==> config.mk <==
export PLATFORM = sky130hd
export DESIGN_NAME = arena_bump_allocator
export DESIGN_NICKNAME = d
export VERILOG_FILES = /design/src/hw/rtl/abp_pkg.sv /design/src/hw/rtl/abp_cell.sv /design/src/hw/rtl/arena_bump_allocator.sv
export SDC_FILE = /design/constraint.sdc
export NUM_CORES = 2
export LEC_CHECK = 0
export ABC_AREA = 1
export BUFFER_PORTS_ARGS = -buffer_cell sky130_fd_sc_hd__buf_2
export CAP_MARGIN = 30
export CORE_ASPECT_RATIO = 0.9
export CORE_MARGIN = 2
export CORE_UTILIZATION = 45
export DETAILED_ROUTE_END_ITERATION = 10
export GPL_ROUTABILITY_DRIVEN = 0
export GPL_TIMING_DRIVEN = 1
export HOLD_SLACK_MARGIN = 0.05
export MAX_ROUTING_LAYER = met4
export PLACE_DENSITY = 0.58
export SYNTH_ARGS = -nofsm -noshare
export SYNTH_HDL_FRONTEND = slang
export SYNTH_SLANG_ARGS = --single-unit
==> constraint.sdc <==
create_clock -name clock -period 16.5 [get_ports clock]
set_input_delay 1.65 -clock clock [delete_from_list [all_inputs] [get_ports clock]]
set_output_delay 1.65 -clock clock [all_outputs]
set_load 0.01 [all_outputs]
==> src/hw/rtl/abp_pkg.sv <==
// shared codes and types for the arena bump allocator
`timescale 1ns / 1ps
package abp_pkg;

   localparam logic [2:0] ACT_ALLOC   = 3'd0;
   localparam logic [2:0] ACT_RESIZE  = 3'd1;
   localparam logic [2:0] ACT_RELEASE = 3'd2;
   localparam logic [2:0] ACT_POP     = 3'd3;
   localparam logic [2:0] ACT_CLEAR   = 3'd4;

   localparam logic [2:0] STS_OK        = 3'd0;
   localparam logic [2:0] STS_NO_MEMORY = 3'd1;
   localparam logic [2:0] STS_OUT_RANGE = 3'd2;
   localparam logic [2:0] STS_NO_POP    = 3'd3;
   localparam logic [2:0] STS_LIST_FULL = 3'd4;

   localparam logic [31:0] ARENA_RESET = 32'd65536;

   typedef enum logic [1:0] {
      ST_IDLE,
      ST_SCAN,
      ST_FINISH
   } state_type;

   typedef enum logic [1:0] {
      CM_NONE,
      CM_TAKE,
      CM_WRITE,
      CM_CLEAR
   } commit_kind_type;

endpackage

==> src/hw/rtl/abp_cell.sv <==
// one free-list entry with its stage of the search chain
`timescale 1ns / 1ps
module abp_cell #(
   parameter int OB    = 32,
   parameter int IW    = 4,
   parameter int INDEX = 0
) (
   input  logic          clock,
   input  logic          reset,
   input  logic [OB-1:0] blk,
   input  logic [OB-1:0] size,
   input  logic [3*IW+OB+2:0] probe_in,
   output logic [3*IW+OB+2:0] probe_out,
   input  logic [IW+2*OB+1:0] commit
);
   import abp_pkg::*;

   typedef struct packed {
      logic          pick_found;
      logic [OB-1:0] pick_start;
      logic [IW-1:0] pick_idx;
      logic          hit_found;
      logic [IW-1:0] hit_idx;
      logic          slot_found;
      logic [IW-1:0] slot_idx;
   } probe_type;

   typedef struct packed {
      commit_kind_type kind;
      logic [IW-1:0]   idx;
      logic [OB-1:0]   start;
      logic [OB-1:0]   length;
   } commit_type;

   localparam logic [IW-1:0] MY_IDX = IW'(INDEX);

   logic          valid_ff;
   logic          valid_in;
   logic [OB-1:0] start_ff;
   logic [OB-1:0] start_in;
   logic [OB-1:0] length_ff;
   logic [OB-1:0] length_in;
   probe_type     probe_ff;
   probe_type     probe_in_w;
   probe_type     probe_nx;
   commit_type    cm;
   logic          fits;

   assign probe_in_w = probe_in;
   assign cm         = commit;
   assign probe_out  = probe_ff;

   // pass the best candidate so far along, replacing it with ours when ours fits and starts lower
   always_comb begin
      probe_nx = probe_in_w;
      fits = valid_ff && (length_ff >= size);
      if (fits && (!probe_in_w.pick_found || start_ff < probe_in_w.pick_start)) begin
         probe_nx.pick_found = 1'b1;
         probe_nx.pick_start = start_ff;
         probe_nx.pick_idx   = MY_IDX;
      end
      if (!probe_in_w.hit_found && valid_ff && start_ff == blk) begin
         probe_nx.hit_found = 1'b1;
         probe_nx.hit_idx   = MY_IDX;
      end
      if (!probe_in_w.slot_found && !valid_ff) begin
         probe_nx.slot_found = 1'b1;
         probe_nx.slot_idx   = MY_IDX;
      end
   end

   always_comb begin
      valid_in  = valid_ff;
      start_in  = start_ff;
      length_in = length_ff;
      case (cm.kind)
         CM_CLEAR: begin
            valid_in = 1'b0;
         end
         CM_TAKE: begin
            if (cm.idx == MY_IDX) valid_in = 1'b0;
         end
         CM_WRITE: begin
            if (cm.idx == MY_IDX) begin
               valid_in  = 1'b1;
               start_in  = cm.start;
               length_in = cm.length;
            end
         end
         default: begin
         end
      endcase
   end

   always_ff @(posedge clock) begin
      if (reset) begin
         valid_ff <= 1'b0;
      end else begin
         valid_ff <= valid_in;
      end
      start_ff  <= start_in;
      length_ff <= length_in;
      probe_ff  <= probe_nx;
   end

endmodule

==> src/hw/rtl/arena_bump_allocator.sv <==
// top level of the arena bump allocator with its free list
// usage:
// - csr channel: one word per write sets the arena size in bytes; taken only
//   while the block is idle (csr_ready high), reset value 65536
// - req channel: a word carries action, block_offset, request_bytes, old_bytes;
//   taken when req_valid is high and req_stall low
// - rsp channel: one word per request with result_offset, status, copy_bytes
//   and from_free_list; taken when rsp_valid is high and rsp_stall low
// timing:
// - the free list is a row of FREE_ENTRIES cells; a search probe steps one cell
//   per cycle, so alloc, resize and release hold the block through accept, a
//   search across all FREE_ENTRIES cells and finish; pop, clear and unused
//   codes skip the search and go from accept straight to finish
// - one request is in flight at a time; the next is taken while the previous
//   result still waits in the output register
// - if the receiver stalls and the output register is still full, the finish
//   cycle waits, holding the block, until that word is taken
// reset: top and latest offsets go to zero, all free-list entries invalid,
//   no result pending, arena size back to 65536
`timescale 1ns / 1ps
module arena_bump_allocator #(
   parameter int FREE_ENTRIES = 16,
   parameter int OFFSET_BITS  = 32
) (
   input  logic        clock,
   input  logic        reset,
   input  logic        csr_valid,
   output logic        csr_ready,
   input  logic [31:0] csr_wdata,
   input  logic        req_valid,
   output logic        req_stall,
   input  logic [2:0]  req_action,
   input  logic [31:0] req_block_offset,
   input  logic [31:0] req_request_bytes,
   input  logic [31:0] req_old_bytes,
   output logic        rsp_valid,
   input  logic        rsp_stall,
   output logic [31:0] rsp_result_offset,
   output logic [2:0]  rsp_status,
   output logic [31:0] rsp_copy_bytes,
   output logic        rsp_from_free_list
);
   import abp_pkg::*;

   localparam int OB = OFFSET_BITS;
   localparam int N  = FREE_ENTRIES;
   localparam int IW = (N > 1) ? $clog2(N) : 1;
   localparam int CW = (N > 1) ? $clog2(N) : 1;
   localparam int PW = 3 * IW + OB + 3;

   typedef struct packed {
      logic          pick_found;
      logic [OB-1:0] pick_start;
      logic [IW-1:0] pick_idx;
      logic          hit_found;
      logic [IW-1:0] hit_idx;
      logic          slot_found;
      logic [IW-1:0] slot_idx;
   } probe_type;

   typedef struct packed {
      commit_kind_type kind;
      logic [IW-1:0]   idx;
      logic [OB-1:0]   start;
      logic [OB-1:0]   length;
   } commit_type;

   // control state
   state_type     state_ff, state_in;
   logic [CW-1:0] cnt_ff, cnt_in;
   logic [31:0]   arena_ff;
   logic [OB-1:0] top_ff, top_in;
   logic [OB-1:0] latest_ff, latest_in;
   logic          rsp_valid_ff;

   // latched request
   logic [2:0]    act_ff;
   logic [OB-1:0] blk_ff;
   logic [OB-1:0] req_ff;
   logic [OB-1:0] old_ff;

   // result register
   logic [31:0]   res_offset_ff;
   logic [2:0]    res_status_ff;
   logic [31:0]   res_copy_ff;
   logic          res_from_ff;

   // finish-cycle results
   logic [OB-1:0] where_c;
   logic [2:0]    status_c;
   logic [OB-1:0] copy_c;
   logic          from_c;
   commit_type    commit_c;

   logic [PW-1:0] chain_w [0:N];
   probe_type     probe_end;
   probe_type     probe_empty;

   logic          req_fire;
   logic          fin_fire;
   logic [OB:0]   bump_sum;
   logic [OB:0]   grow_sum;
   logic          bump_fail;
   logic          grow_fail;

   assign req_fire  = req_valid && !req_stall;
   assign req_stall = (state_ff != ST_IDLE);
   assign csr_ready = (state_ff == ST_IDLE);
   assign fin_fire  = (state_ff == ST_FINISH) && (!rsp_valid_ff || !rsp_stall);

   // row of free-list cells, probe enters empty at cell zero
   always_comb begin
      probe_empty = '0;
   end
   assign chain_w[0] = probe_empty;

   for (genvar g = 0; g < N; g++) begin : g_cell
      abp_cell #(
         .OB    (OB),
         .IW    (IW),
         .INDEX (g)
      ) u_cell (
         .clock     (clock),
         .reset     (reset),
         .blk       (blk_ff),
         .size      (req_ff),
         .probe_in  (chain_w[g]),
         .probe_out (chain_w[g+1]),
         .commit    (commit_c)
      );
   end

   assign probe_end = chain_w[N];

   // bump and in-place grow carry an extra bit; an overflow or a sum past the arena size fails
   assign bump_sum  = {1'b0, top_ff} + {1'b0, req_ff};
   assign grow_sum  = {1'b0, latest_ff} + {1'b0, req_ff};
   assign bump_fail = bump_sum[OB] || (65'(bump_sum[OB-1:0]) > 65'(arena_ff));
   assign grow_fail = grow_sum[OB] || (65'(grow_sum[OB-1:0]) > 65'(arena_ff));

   // next state
   always_comb begin
      state_in = state_ff;
      cnt_in   = cnt_ff;
      case (state_ff)
         ST_IDLE: begin
            cnt_in = '0;
            if (req_fire) begin
               if (req_action inside {ACT_ALLOC, ACT_RESIZE, ACT_RELEASE}) begin
                  state_in = ST_SCAN;
               end else begin
                  state_in = ST_FINISH;
               end
            end
         end
         ST_SCAN: begin
            cnt_in = cnt_ff + 1'b1;
            if (cnt_ff == CW'(N - 1)) state_in = ST_FINISH;
         end
         ST_FINISH: begin
            if (fin_fire) state_in = ST_IDLE;
         end
         default: begin
            state_in = ST_IDLE;
         end
      endcase
   end

   // finish-cycle datapath: result word, offset updates and list commit
   always_comb begin
      where_c   = '0;
      status_c  = STS_OK;
      copy_c    = '0;
      from_c    = 1'b0;
      top_in    = top_ff;
      latest_in = latest_ff;
      commit_c  = '{kind: CM_NONE, idx: '0, start: blk_ff, length: req_ff};
      case (act_ff)
         ACT_ALLOC, ACT_RESIZE: begin
            if (act_ff == ACT_RESIZE && blk_ff >= top_ff) begin
               status_c = STS_OUT_RANGE;
            end else if (act_ff == ACT_RESIZE && blk_ff == latest_ff) begin
               // latest block grows or shrinks where it is
               if (grow_fail) begin
                  status_c = STS_NO_MEMORY;
               end else begin
                  top_in  = grow_sum[OB-1:0];
                  where_c = blk_ff;
               end
            end else if (probe_end.pick_found) begin
               where_c      = probe_end.pick_start;
               from_c       = 1'b1;
               commit_c.kind = CM_TAKE;
               commit_c.idx  = probe_end.pick_idx;
            end else if (bump_fail) begin
               status_c = STS_NO_MEMORY;
            end else begin
               latest_in = top_ff;
               top_in    = bump_sum[OB-1:0];
               where_c   = top_ff;
            end
            // relocating resize reports how much to move
            if (act_ff == ACT_RESIZE && blk_ff < top_ff && blk_ff != latest_ff
                && (probe_end.pick_found || !bump_fail)) begin
               copy_c = (old_ff < req_ff) ? old_ff : req_ff;
            end
         end
         ACT_RELEASE: begin
            if (probe_end.hit_found) begin
               commit_c.kind = CM_WRITE;
               commit_c.idx  = probe_end.hit_idx;
            end else if (probe_end.slot_found) begin
               commit_c.kind = CM_WRITE;
               commit_c.idx  = probe_end.slot_idx;
            end else begin
               status_c = STS_LIST_FULL;
            end
         end
         ACT_POP: begin
            if (top_ff == latest_ff) status_c = STS_NO_POP;
            else top_in = latest_ff;
         end
         ACT_CLEAR: begin
            top_in        = '0;
            latest_in     = '0;
            commit_c.kind = CM_CLEAR;
         end
         default: begin
         end
      endcase
      // nothing changes until the result word can be loaded
      if (!fin_fire) begin
         top_in        = top_ff;
         latest_in     = latest_ff;
         commit_c.kind = CM_NONE;
      end
   end

   always_ff @(posedge clock) begin
      if (reset) begin
         state_ff     <= ST_IDLE;
         cnt_ff       <= '0;
         arena_ff     <= ARENA_RESET;
         top_ff       <= '0;
         latest_ff    <= '0;
         rsp_valid_ff <= 1'b0;
      end else begin
         state_ff  <= state_in;
         cnt_ff    <= cnt_in;
         top_ff    <= top_in;
         latest_ff <= latest_in;
         if (csr_valid && csr_ready) arena_ff <= csr_wdata;
         if (fin_fire) rsp_valid_ff <= 1'b1;
         else if (!rsp_stall) rsp_valid_ff <= 1'b0;
      end
   end

   // payload registers
   always_ff @(posedge clock) begin
      if (req_fire) begin
         act_ff <= req_action;
         blk_ff <= OB'(req_block_offset);
         req_ff <= OB'(req_request_bytes);
         old_ff <= OB'(req_old_bytes);
      end
      if (fin_fire) begin
         res_offset_ff <= 32'(where_c);
         res_status_ff <= status_c;
         res_copy_ff   <= 32'(copy_c);
         res_from_ff   <= from_c;
      end
   end

   assign rsp_valid          = rsp_valid_ff;
   assign rsp_result_offset  = res_offset_ff;
   assign rsp_status         = res_status_ff;
   assign rsp_copy_bytes     = res_copy_ff;
   assign rsp_from_free_list = res_from_ff;

   // list updates happen only in the finish cycle
   assert property (@(posedge clock) disable iff (reset)
      commit_c.kind != CM_NONE |-> state_ff == ST_FINISH)
      else $error("free-list commit outside finish");

   // an accepted word always starts work
   assert property (@(posedge clock) disable iff (reset)
      req_fire |=> state_ff != ST_IDLE)
      else $error("accepted request dropped");

   // a block from the list is always a success
   assert property (@(posedge clock) disable iff (reset)
      rsp_valid_ff && res_from_ff |-> res_status_ff == STS_OK)
      else $error("free-list block with failure status");

endmodule
After elaboration in Yosys (flattened, before gate mapping)
Cells that the tools add are included.

cells by class
  add/subtract/negate cells = 3
  magnitude comparators = 36
  equality and inequality tests = 90
  multiplexer cells = 109
  bitwise gates (word level) = 1
  reduce and logical (&&, ||, !) cells = 217

operators by type and width
  kind                                                                      number
  32-bit == test                                                            18
  32-bit greater-or-equal comparator                                        17
  32-bit less-than comparator                                               17
  36-bit 2-to-1 mux                                                         15
  32-bit 2-to-1 mux                                                         15
  32-bit case mux with 3 select lines                                       1
  1-bit logical AND                                                         85
  2-bit by 1-bit inequality test with 1-bit output (second input constant)  34
  32-bit by 32-bit adder with 33-bit output                                 2
  32-bit > comparator                                                       2
  1-bit zero test                                                           64
  32-bit case mux with 2 select lines                                       1
  3-bit AND reduction                                                       17
  1-bit case mux with 3 select lines                                        16
  1-bit 2-to-1 mux                                                          38
  37-bit 2-to-1 mux                                                         1
  4-bit == test (second input constant)                                     9
  2-bit AND reduction                                                       17
  32-bit inequality test                                                    1
  5-bit 2-to-1 mux                                                          5
  1-bit logical OR                                                          19
  4-bit by 3-bit == test with 1-bit output (second input constant)          4
  4-bit case mux with 2 select lines                                        2
  2-bit inequality test (second input constant)                             7
  other kinds (24)                                                          49

word-level totals
  register bits after elaboration = 2062
  bits of input ports = 136
  output and inout port bits = 71
  logic and storage cells = 630

Depth between registers and ports, before layout
  depth in word-level cells = 9
  gate-level depth with buffers = 29
  depth with buffers taken out = 28

Cells and area by module
Synthesis repeated with hierarchy kept, for this count alone.

second synthesis, totals
  cell total of the unflattened synthesis = 13114
  area total of the unflattened synthesis = 112541.7 um^2

by module, submodules not included
  module                            instances  cells an instance  area each (um^2)  sequential area each (um^2)
  abp_cell (g_cell[10].u_cell ...)  5          665                5879.4            2882.8
  abp_cell (g_cell[1].u_cell ...)   4          666                5884.4            2882.8
  abp_cell (g_cell[11].u_cell ...)  4          616                5662.9            2882.8
  arena_bump_allocator              1          2803               19885.3           7076.8
  abp_cell (g_cell[0].u_cell)       1          621                5745.5            2882.8
  abp_cell (g_cell[3].u_cell)       1          628                5701.7            2882.8
  abp_cell (g_cell[15].u_cell)      1          609                5622.9            2882.8

Least setup slack after synthesis
No wires, ideal clock.

  path type = input -> register
  start = in rsp_stall
  end = reg g_cell[7].u_cell.length_ff[0] (enable)
  library setup time = 0.486 ns
  arrival = 8.022 ns
  required time = 16.014 ns
  setup slack = 7.991 ns
  stages on the path = 7
  path buffers = 0
  cells stage by stage = nand2_1 > inv_1 > nor3_2 > nand2_1 > inv_1 > nand3_2 > nor2_1

between the ends
  longest elaborated chain between the ends = 6

RTL lines
  element                               line                         RTL
  from (decl)                           arena_bump_allocator.sv:37   input logic rsp_stall,
  1-bit zero test                       -
  1-bit logical OR                      arena_bump_allocator.sv:109  assign fin_fire = (state_ff == ST_FINISH) && (!rsp_valid_ff || !rsp_stall);
  1-bit logical AND                     arena_bump_allocator.sv:109
  via fin_fire                          arena_bump_allocator.sv:100  logic fin_fire;
  2-bit 2-to-1 mux                      arena_bump_allocator.sv:232  if (!fin_fire) begin
  2-bit == test                         abp_cell.sv:76               case (cm.kind)
  2-bit AND reduction (no source line)  -
  to (signal assigned)                  abp_cell.sv:102              length_ff <= length_in;
  to (decl)                             abp_cell.sv:41               logic [OB-1:0] length_ff;

The timed path passes the listed nets, and every way through them passes these cells.
A chain may end at the register's enable or synchronous reset.

Worst setup path after layout
  start = reg req_ff[0]
  end = reg top_ff[7]

between the ends
  longest elaborated chain between the ends = 6
  elaborated cells on any way between the ends = 15
  those cells by class = add/sub (2); order compare (2); eq/ne (2); mux (6); reduce/logical (3)

RTL lines
  element                                                                            line                         RTL
  from (decl)                                                                        arena_bump_allocator.sv:79   logic [OB-1:0] req_ff;
  from (signal assigned)                                                             arena_bump_allocator.sv:263  req_ff <= OB'(req_request_bytes);
  branches (longest 6 deep; another with 32-bit by 32-bit adder with 33-bit output)  -
  to (signal assigned)                                                               arena_bump_allocator.sv:250  top_ff <= top_in;
  to (decl)                                                                          arena_bump_allocator.sv:72   logic [OB-1:0] top_ff, top_in;

Several ways; the timed one is not identified. The select of a mux whose other input is x is not followed.

==> results.md <==
* Post-synth EDFFs at 1,191
* Site Rows at 164
* Final setup margin at 9.957 ns
* Max rail drop VDD at 119.2 uV
* Clock slew at reported path FFs at 0.06 ns
* First-pass iteration count of the detailed router at 8
* Placed insts at 13,520
* Routed length per instance at 24.67 um
* Via count at 78,850
* Die Wd at 503.4 um
* Post-CTS sizing at 0
* Area contributors post-synth: edfxtp_1 35%, dfxtp_1 16%, ha_1 14%
* Buffers on Ports at 206
* Layout Nets at 12,060
* HPWL after DPL at 247.5 mm
* Final Slew Violations at 0
* Crit path buffers/inverters at 5
* Critical path arrival at 7.27 ns
* Setup crit start kind: register
* Largest net degree at the start of global routing at 84
* CTS root buf: clkbuf_16
* Number of cells on the critical path at 24
* Die Footprint at 228,300 sq um
* Fin cells at 13,930
* Most used DFF post-synth: edfxtp_1
* Post-CTS Setup Inserts at 0
* Starting Density at 45.37%
* Final worst-path cycle share at 39.66%
* Setup TNS at 0 ns
* Top Family by Delay on Critical Path: simple AND/OR/NAND/NOR gates
* Min Tclk post-route at 6.543 ns
* Synthesis Warnings at 0
* Maximum buffer depth of the clock tree at 3
* Psw at 5.278 mW
* Least-Margin Pin Slew at 1.074 ns
* Post-synth ARST share at 0%
* Post-Place Setup Slack at 10.19 ns
* Synthesized instance count at 10,410
* Critical-path cell list: buf_4 > ha_1 > inv_1 > fa_1 > inv_1 > nand2_1 > o21ai_1 > a21oi_1 > inv_1 > a21oi_1 > xor2_1 > inv_1 > ha_1 > nand2_1 > nor2_1 > nand4_1 > o21bai_1 > a21oi_1 > o21ai_0 > nand2_1 > nand2_2 > nand3_4 > o21ai_1 > a21oi_1
* Grt total ovfl at 0
* Setup Skew at 0.04087 ns
* Worst Setup End Kind: register
* Flop2flop setup slack at 9.96 ns
* Synth Register Bits at 2,017
* Initial antenna violation count at 24
* Fraction of layout instances using a drive strength above 1 at 8.523%
* Top achievable clock speed at 152.8 MHz
* Cell Area, Synth at 101,000 sq um
* Power, Total at 15.02 mW
* Combinational power share at 27.6%
* CP max stage cell: nand3_4
* Global-route wire length before repair at 497.3 mm
* DRC at 0
* Post-synth top area cell: edfxtp_1
* Antenna violation net count after detailed routing at 0
* Total Routed Length at 343.5 mm
* Area grow syn2layout at 12.32%
* Max transition margin at 28.32%
* Lkg Pwr at 46.30 nW
* Sw Ratio at 35.14%
* Syn Nets at 11,710
* CTS tree: yes
* CP Max Fanout at 61
* Synth top area share at 35.41%
* Iteration-0 DRC Markers at 9,941
* CTS hold repair buffers at 0
* Vias per cell at 5.661
* Top Ports at 207
* Min-Delay Path Depth at 1
* Worst hold path type: register to register
* Number of H-tree levels at 4
* Commonest cells in the netlist: 2,052 x nand2_1, 1,276 x inv_1, 1,191 x edfxtp_1
* Status: finished, final reports clean
* Top-count cell post-synth: nand2_1
* Synth Area per Inst at 9.708 sq um
* Count of cell types in the netlist at 62
* Unrepaired setup endpoints after global routing: no
* Final-layout fill cell count at 20,040
* Maxcap violations at 0
* Total core area at 222,600 sq um
* TritonCTS Sinks at 2,017
* CP required at 17.23 ns
* CP Class: register to register
* Clock network power share at 32.2%
* Slowest stage delay, CP at 0.74 ns
* Clock Latency Late Sink at 0.88 ns
* Pint at 9.743 mW
* Vias in the first global route at 74,770
* Final hold violations at 0
* R2R cell count at 24
* Pwr dens at 132.4 nW/um^2
* Final setup fails at 0
* Total track usage at 30.50%
* Die height at 453.5 um
* Post-synthesis sequential area ratio at 51.78%
* Number of CTS-inserted buffers at 209
* Part of the power in registers at 40.2%
-- placed cells by master (no fill, tap or decap), types with 17 or more instances in the layout --
| master | count |
|---|---|
| xnor2_1 | 90 |
| a221oi_1 | 37 |
| a211oi_1 | 99 |
| dfxtp_1 | 825 |
| clkbuf_16 | 220 |
| o221ai_1 | 31 |
| o22ai_1 | 90 |
| nand2_2 | 17 |
| o21ai_1 | 49 |
| clkbuf_1 | 45 |
| nor2_1 | 560 |
| buf_4 | 187 |
| inv_2 | 34 |
| nand3_1 | 391 |
| a31oi_1 | 44 |
| nor3_1 | 122 |
| ha_1 | 1169 |
| nor4_1 | 44 |
| o21a_1 | 29 |
| o31ai_1 | 27 |
| xor2_1 | 199 |
| edfxtp_1 | 1191 |
| o2111ai_1 | 37 |
| buf_2 | 207 |
| a21oi_1 | 783 |
| or2_2 | 79 |
| nand2_1 | 2048 |
| o21ai_0 | 492 |
| inv_1 | 1258 |
| nand4_1 | 156 |
| clkbuf_8 | 27 |
| o211ai_1 | 84 |
| clkinv_1 | 19 |
| clkinv_2 | 57 |
-- worst reg2reg max path, cell delays in order (launching register included) --
cell and delay (ns):
edfxtp_1 0.33, buf_4 0.39, ha_1 0.32, inv_1 0.09
fa_1 0.39, inv_1 0.11, nand2_1 0.09, o21ai_1 0.33
a21oi_1 0.23, inv_1 0.12, a21oi_1 0.08, xor2_1 0.42
inv_1 0.13, ha_1 0.29, nand2_1 0.07, nor2_1 0.05
nand4_1 0.28, o21bai_1 0.40, a21oi_1 0.15, o21ai_0 0.18
nand2_1 0.11, nand2_2 0.61, nand3_4 0.76, o21ai_1 0.41
a21oi_1 0.06
-- path summary, 6_finish.rpt --
check	from	endpoint
worst max-delay path	req_ff[0]	top_ff[7]
worst min-delay path	g_cell[12].u_cell.probe_out[3]	g_cell[13].u_cell.probe_out[3]
worst max register to register	req_ff[0]	top_ff[7]
worst min register to register	g_cell[12].u_cell.probe_out[3]	g_cell[13].u_cell.probe_out[3]
-- area by class of cell --
class	instances	area, sq um	share of cell area (%)
multi-input combinational	6801	42670	37.61
clock inverter	106	988.4	0.8712
clock buffer	292	6046	5.329
sequential	2017	52300	46.10
antenna	4	10.01	0.008822
inverter	1310	4932	4.347
timing repair buffer	409	2773	2.444
tap	2988	3739	3.295
-- per-stage QoR --
step | hold slack, ns | utilization (%) | cell area [sq um]
after floorplan | 0.3788 | - | 101000
after global placement | 0.3925 | 47.65 | 106100
after detailed placement | 0.3893 | 47.77 | 106400
after CTS | 0.3990 | 50.93 | 113400
after global routing | 0.4068 | 50.96 | 113500
final | 0.3961 | 50.96 | 113500
-- logic make-up (layout without fill, tap and decap cells) --
| logic type | after synthesis | in the layout | share of synthesized area, % |
|---|---|---|---|
| compound gates | 1872 | 1872 | 10.68 |
| buf+inv | 1587 | 2117 | 6.069 |
| flops | 2017 | 2017 | 51.78 |
| other cells | 0 | 4 | 0 |
| xor+xnor | 289 | 289 | 2.506 |
| simple gates | 3469 | 3469 | 14.45 |
| fa+ha+maj | 1171 | 1171 | 14.52 |
-- layer usage --
metal	share of wire, %	wire length [um]	vias up	track usage (%)
met2	42	142600	3903	43.25
met5	0	0	-	-
met3	10	35580	692	5.522
met1	44	150700	37700	43.33
met4	4.3	14720	0	11.20
li1	-	-	36560	-
-- power groups by stage --
stage	Clock [mW]	Sequential [mW]	Combinational [mW]
after floorplan	0	6.14	2.24
after global placement	0	6.14	3.88
after detailed placement	0	6.14	3.99
after CTS	4.90	6.04	4.01
after global routing	5.10	6.05	4.47
final	4.84	6.04	4.14
-- flip-flops by register name (all words and copies together) (netlist names), 32 cells and up --
signal and count:
g_cell.u_cell.probe_out 707, g_cell.u_cell.length_ff 512, g_cell.u_cell.start_ff 512, arena_ff 32, blk_ff 32, latest_ff 32, old_ff 32, req_ff 32
rsp_copy_bytes 32, rsp_result_offset 32, top_ff 32
No activity file was read; power rests on OpenSTA's default activity.
